--- config.mk ---
export PLATFORM = sky130hd
export DESIGN_NAME = dspt_controller
export DESIGN_NICKNAME = d
export VERILOG_FILES = /design/src/dspt_pkg.sv /design/src/dspt_controller.sv
export VERILOG_INCLUDE_DIRS = /design/src /design/src/src
export SDC_FILE = /design/constraint.sdc
export NUM_CORES = 1
export LEC_CHECK = 0
export BUFFER_PORTS_ARGS = -buffer_cell sky130_fd_sc_hd__buf_4
export CAP_MARGIN = 20
export CORE_AREA = 8 8 45 47
export DETAILED_ROUTE_END_ITERATION = 10
export DIE_AREA = 0 0 53 55
export PLACE_DENSITY_LB_ADDON = 0.3
export SLEW_MARGIN = 30
export SYNTH_ARGS = -nofsm -noshare
export SYNTH_HDL_FRONTEND = slang
export SYNTH_SLANG_ARGS = --single-unit
--- constraint.sdc ---
create_clock -name clk -period 0.9 [get_ports clk]
set_input_delay 0.18 -clock clk [delete_from_list [all_inputs] [get_ports clk]]
set_output_delay 0.18 -clock clk [all_outputs]
set_load 0.01 [all_outputs]
--- src/device_sighting_probe_table_core_macros.svh ---
// Assertion macros shared by the sighting table modules.
`ifndef DEVICE_SIGHTING_PROBE_TABLE_CORE_MACROS_SVH
`define DEVICE_SIGHTING_PROBE_TABLE_CORE_MACROS_SVH
`ifndef SYNTH
// Same-cycle implication, checked while out of reset.
`define DSPT_ASSERT_NOW(lbl, ante, cons) \
  lbl: assert property (@(posedge clk) disable iff (!rst_n) (ante) |-> (cons)) \
    else $error("dspt assertion failed");
// Next-cycle implication, checked while out of reset.
`define DSPT_ASSERT_NEXT(lbl, ante, cons) \
  lbl: assert property (@(posedge clk) disable iff (!rst_n) (ante) |=> (cons)) \
    else $error("dspt assertion failed");
`else
`define DSPT_ASSERT_NOW(lbl, ante, cons)
`define DSPT_ASSERT_NEXT(lbl, ante, cons)
`endif
`endif

--- src/dspt_pkg.sv ---
// Shared constants, types and helpers of the device sighting table.
`timescale 1ns / 1ps
package dspt_pkg;

  localparam int TABLE_SLOTS = 64;
  localparam int SLOT_W      = $clog2(TABLE_SLOTS);
  localparam int START_W     = 6;
  localparam int ADDR_W      = 48;
  localparam int KIND_W      = 8;
  localparam int LEVEL_W     = 8;
  localparam int TICK_W      = 32;
  localparam int OUTCOME_W   = 2;
  localparam int COUNT_W     = 7;
  localparam int COUNT_MAX   = 127;
  localparam logic signed [LEVEL_W-1:0] THRESHOLD_RESET = -8'sd50;

  typedef enum logic [OUTCOME_W-1:0] {
    OUT_DROPPED  = 2'd0,
    OUT_UPDATED  = 2'd1,
    OUT_INSERTED = 2'd2,
    OUT_FULL     = 2'd3
  } outcome_t;

  // One stored table entry.
  typedef struct packed {
    logic [ADDR_W-1:0] addr;
    logic [KIND_W-1:0] kind;
    logic [TICK_W-1:0] seen_tick;
  } entry_t;

  // Commands from the controller to the datapath.
  typedef struct packed {
    logic capture;
    logic probe_next;
    logic commit;
    logic emit;
  } ctrl_cmd_t;

  // Status from the datapath to the controller.
  typedef struct packed {
    logic faint;
    logic hit;
    logic empty;
    logic last;
  } ctrl_status_t;

  // Reduce a home slot onto the table; a constant lookup over all codes.
  function automatic logic [SLOT_W-1:0] home_slot(input logic [START_W-1:0] s);
    logic [SLOT_W-1:0] r;
    r = '0;
    for (int i = 0; i < 2**START_W; i++) begin
      if (s == START_W'(i)) begin
        r = SLOT_W'(i % TABLE_SLOTS);
      end
    end
    return r;
  endfunction

endpackage

--- src/dspt_controller.sv ---
// Controller: sequences accept, probe walk, commit and result hand-off.
`timescale 1ns / 1ps
`include "device_sighting_probe_table_core_macros.svh"
module dspt_controller
  import dspt_pkg::*;
(
  input  logic         clk,
  input  logic         rst_n,
  input  logic         in_valid,
  output logic         in_ready,
  output logic         out_valid,
  input  logic         out_ready,
  input  ctrl_status_t st,
  output ctrl_cmd_t    cmd
);

  typedef enum logic [1:0] {
    S_IDLE,
    S_PROBE,
    S_DONE
  } state_t;

  state_t state_r;
  logic   out_valid_r;
  logic   out_free;
  logic   resolved;

  assign in_ready  = (state_r == S_IDLE);
  assign out_valid = out_valid_r;
  assign out_free  = !out_valid_r || out_ready;
  assign resolved  = st.empty || st.hit || st.last;

  // Commands for the datapath.
  always_comb begin
    cmd = '0;
    unique case (state_r)
      S_IDLE:  cmd.capture = in_valid;
      S_PROBE: begin
        cmd.commit     = resolved;
        cmd.probe_next = !resolved;
      end
      S_DONE:  cmd.emit = out_free;
      default: cmd = '0;
    endcase
  end

  // State and output valid.
  always_ff @(posedge clk) begin
    if (!rst_n) begin
      state_r     <= S_IDLE;
      out_valid_r <= 1'b0;
    end else begin
      unique case (state_r)
        S_IDLE: begin
          if (in_valid) begin
            state_r <= st.faint ? S_DONE : S_PROBE;
          end
        end
        S_PROBE: begin
          if (resolved) begin
            state_r <= S_DONE;
          end
        end
        S_DONE: begin
          if (out_free) begin
            state_r <= S_IDLE;
          end
        end
        default: state_r <= S_IDLE;
      endcase
      // A new result takes the output register as the old one leaves.
      priority if (cmd.emit) begin
        out_valid_r <= 1'b1;
      end else if (out_valid_r && out_ready) begin
        out_valid_r <= 1'b0;
      end
    end
  end

  // A commit always leads to the hand-off state.
  `DSPT_ASSERT_NEXT(a_commit_done, cmd.commit, state_r == S_DONE)
  // A result is only loaded when the output register can take it.
  `DSPT_ASSERT_NOW(a_emit_free, cmd.emit, !out_valid_r || out_ready)
  // After an accepted request no second one is taken in the next cycle.
  `DSPT_ASSERT_NEXT(a_one_at_a_time, in_valid && in_ready, !in_ready)

endmodule

# After elaboration in Yosys (flattened, before gate mapping)
# Cells that the tools add are included.
[totals] regBits=3 inputBits=8 out_inout_bits=6 elab_cells=26
[op_classes] n_eq_ne=5 muxes=10 n_reduce_logical=9
[op_table] cell="$mux 2" n=5
[op_table] cell="$ne 2x2->1 const B" n=3
[op_table] cell="$pmux 2 s3" n=1
[op_table] cell="$mux 1" n=4
[op_table] cell="$logic_or 1x1->1" n=3
[op_table] cell="$reduce_and 3->1" n=1
[op_table] cell="$eq 2x1->1 const B" n=1
[op_table] cell="$eq 2x2->1 const B" n=1
[op_table] cell="$logic_not 1->1" n=2
[op_table] cell="$logic_not 2->1" n=1
[op_table] cell="$reduce_bool 2->1" n=1
[op_table] cell="$logic_and 1x1->1" n=1

# Longest topological paths before layout
[depth] ltp_word=4 ltp_mapped=3

# Worst setup path before layout
# Ideal clock, no wire load.
[synth_timing] path_type="reg2reg" start="register state_r[1]" end="register state_r[1]" arrival_ps=896 setup_slack_ps=-116 stages_incl_launch_ff=4 synth_period_minus_slack_ps=1016 path_cell_list="dfxtp_1 nand2b_1 nor2_2 o31a_1"
[synth_between] elab_chain_len=3 elab_cells_between_ends=8 classes_between="5 x eq/ne; 1 x mux; 2 x reduce/logical"
[synth_rtl] item="start: declaration" line="dspt_controller.sv:23" source="state_t state_r;"
[synth_rtl] item="start signal: assignment" line="dspt_controller.sv:56" source="state_r <= st.faint ? S_DONE : S_PROBE;"
[synth_rtl] item="$eq 2x1->1, or another cell as far along" line="dspt_controller.sv:53" source="unique case (state_r)"
[synth_rtl] item="$ne 2x2->1 (no line)"
[synth_rtl] item="$reduce_and 3->1 (no line)"
# Several ways; a longest one is shown, not always the timed one.
# A chain may end at the register's enable or synchronous reset.

==> metrics.md <==
| Metric | Value |
|---|---|
| Kind of critical path | `register to output port` |
| Initial Util | `0.1302` |
| Fmax | `~0.83 GHz` |
| Relative slew slack | `0.8546` |
| R2R Path Start | `state_r[1]` |
| Maximum VDD drop | `around 0.00031 V` |
| Pwr Total | `515.3 uW` |
| Final instance area | `roughly 350 um2` |
| Placement Setup Slack | `-116.9 ps` |
| Worst Path Required | `720 ps` |
| Share of layout cells above drive strength 1 | `0.6842` |
| Fin crit share | `1.346` |
| Crit Path Max Fanout | `5` |
| Reg clk slew, reported paths | `30 ps` |
| Placement Cell Area | `~320 um2` |
| Worst reg-to-reg path cell count | `4` |
| Worst Skew | `between 2 and 3 ps` |
| Critical-path top delay cell | `dfxtp_2` |
| Final Critical Period | `roughly 1200 ps` |
| Register area share after synthesis | `0.3333` |
| Crit path to | `cmd[2]` |
| CTS tree | `yes` |
| Mapped cell area | `approximately 180 um2` |
| Synth top area share | `0.3333` |
| Post-DRT Antenna Nets | `0` |
| Vias | `approximately 210` |
| Commonest non-fill, non-tap cells in the layout | `buf_4, clkbuf_4, nand2b_1, nor3_1, nor2_2` |
| Mapped Avg Cell Area | `roughly 9.5 um2` |
| Final nets | `47` |
| R2R Path End | `state_r[0]` |
| Core footprint | `between 1000 and 1500 um2` |
| Commonest non-fill, non-tap cell in the layout | `buf_4` |
| R2r setup slk | `-100 ps` |
| I/O pins | `14` |
| Worst-margin pin slew | `about 220 ps` |
| Yosys warning count | `0` |
| Die Y-Extent | `around 55 um` |
| Leak | `roughly 0.15 nW` |
| Area grow syn2layout | `96.53%` |
| P per Cell Area | `approximately 1500 nW/um2` |
| Slowest stage delay, CP | `between 300 and 400 ps` |
| DP Cell Count | `49` |
| CTS Root Cell | `clkbuf_4` |
| Non-Filler Instances | `54` |
| Gr ovfl total | `0` |
| Clock sink count | `3` |
| Max Slew Vio Count | `0` |
| Max Buffers Root-to-Sink | `2` |
| Outcome | `finished with violations` |
| Die area | `between 2000 and 3000 um2` |
| Largest net degree at the start of global routing | `6` |
| Synth area leader | `dfxtp_1` |
| RD Place Congestion | `roughly 0.65` |
| Clk Latency, worst-skew pair | `approximately 230 ps` |
| Drt pass-1 iters | `2` |
| # DRC | `0` |
| CP Capture Type | `output port` |
| Critical Path Stages | `3` |
| # hold bufs at CTS | `0` |
| RSZ-0062 raised after global routing | `true` |
| DIE WIDTH | `roughly 53 um` |
| Max-capacitance violation count | `0` |
| Antenna Cells | `0` |
| DRT iter0 DRCs | `2` |
| Row count | `14` |
| GRT Resource Usage Total | `0.04806` |
| CP Cell Sequence | `nand2b_4, nor4_4, buf_4` |
| Critical path buffers and inverters | `1` |
| Crit path DAT | `between 1000 and 1500 ps` |
| Top post-synthesis cells by area | `dfxtp_1, nor4_4, nand2b_1` |
| H-tree depth | `1` |
| PortBufs | `13` |
| Crit path launch type | `register` |
| Fin. Hold Viols | `0` |
| Violated checks | `setup timing` |
| Hold/Removal Path Class | `input pin to register` |
| #FFs+latches synth | `3` |
| Syn Nets | `27` |
| Layout Utilization | `0.2559` |
| Vias per Instance | `~3.8` |
| Number of global-route vias before repair | `230` |
| Drt total wl | `a little under 600 um` |
| Final setup fails | `7` |
| Synth Instances | `19` |
| CP startpoint | `state_r[1]` |
| Yosys cell types | `13` |
| Final worst slack | `-311.0 ps` |
| Initial antenna violation count | `0` |
| CTS Buf Count | `3` |
| Global-route wire length before repair | `around 1000 um` |
| Kind of cell adding the most delay to the critical path | `flip-flops` |
| Drt wl/cell | `between 10 and 15 um` |
==> flip-flops by register name (all words and copies together) (netlist names) <==
name / cells
out_valid: 1
state_r: 2
==> worst min-delay path by stage <==
stage / slack, ps / to / cells past startpoint / startpoint
5_1_grt: 190 / state_r[1] / 2 / rst_n
4_1_cts: 180 / state_r[1] / 2 / rst_n
3_5_place_dp: 430 / state_r[1] / 2 / rst_n
6_report: 180 / state_r[1] / 2 / rst_n
2_1_floorplan: 300 / state_r[1] / 1 / rst_n
3_3_place_gp: 420 / state_r[1] / 2 / rst_n
==> cell families after synthesis <==
| family | count (synthesis) | share of synthesized area |
|---|---|---|
| compound gates | 4 | 0.2084 |
| flops | 3 | 0.3333 |
| simple gates | 12 | 0.4584 |
==> report_power, final <==
part | switching, mW | internal (mW) | total [mW]
Sequential | 0.0119 | 0.143 | 0.155
Combinational | 0.0494 | 0.0755 | 0.125
Clock | 0.0696 | 0.166 | 0.236
==> cells in the mapped netlist <==
cell type	count
a21boi_0	1
and2_1	1
and3_1	1
dfxtp_1	3
nand2b_1	3
nor2_1	2
nor2_2	1
nor2b_1	1
nor3_1	2
nor4_4	1
o221a_2	1
o31a_1	1
o31a_2	1
==> metal layers <==
layer	up-vias	wire, um	global-route usage
met1	84	319	0.06070
li1	107	-	-
met5	-	0	0
met4	0	0	0.05172
met3	0	95	0.03209
met2	16	163	0.04688
==> worst reg2reg max path, cell delays in order, from the launching register on <==
cell      delay, ps
dfxtp_2         370
nand2b_4        160
nor4_4           40
buf_4           120
o221a_2         210
==> per-stage QoR <==
step	setup TNS, ps	hold WS (ps)
3_5_place_dp	-326.1	428.5
5_1_grt	-1844	191.4
4_1_cts	-1564	176.2
2_1_floorplan	-102.4	300.5
6_report	-1486	183.9
3_3_place_gp	-375.2	419.5
==> repair_timing <==
action / in CTS / in global routing
setup buffers: 1 / 0
pin swaps: 1 / 0
endpoints found under the setup margin: 7 / 7
resized for setup: 1 / 0
==> cell type report <==
| cell class | count | area (um2) |
|---|---|---|
| Fill cell | 166 | 1030 |
| Multi-Input combinational cell | 16 | 130.1 |
| Timing Repair Buffer | 15 | 112.6 |
| Sequential cell | 3 | 65.06 |
| Clock buffer | 4 | 26.28 |
| Tap cell | 16 | 20.02 |
Note: power is estimated with default switching activity, not from simulation.
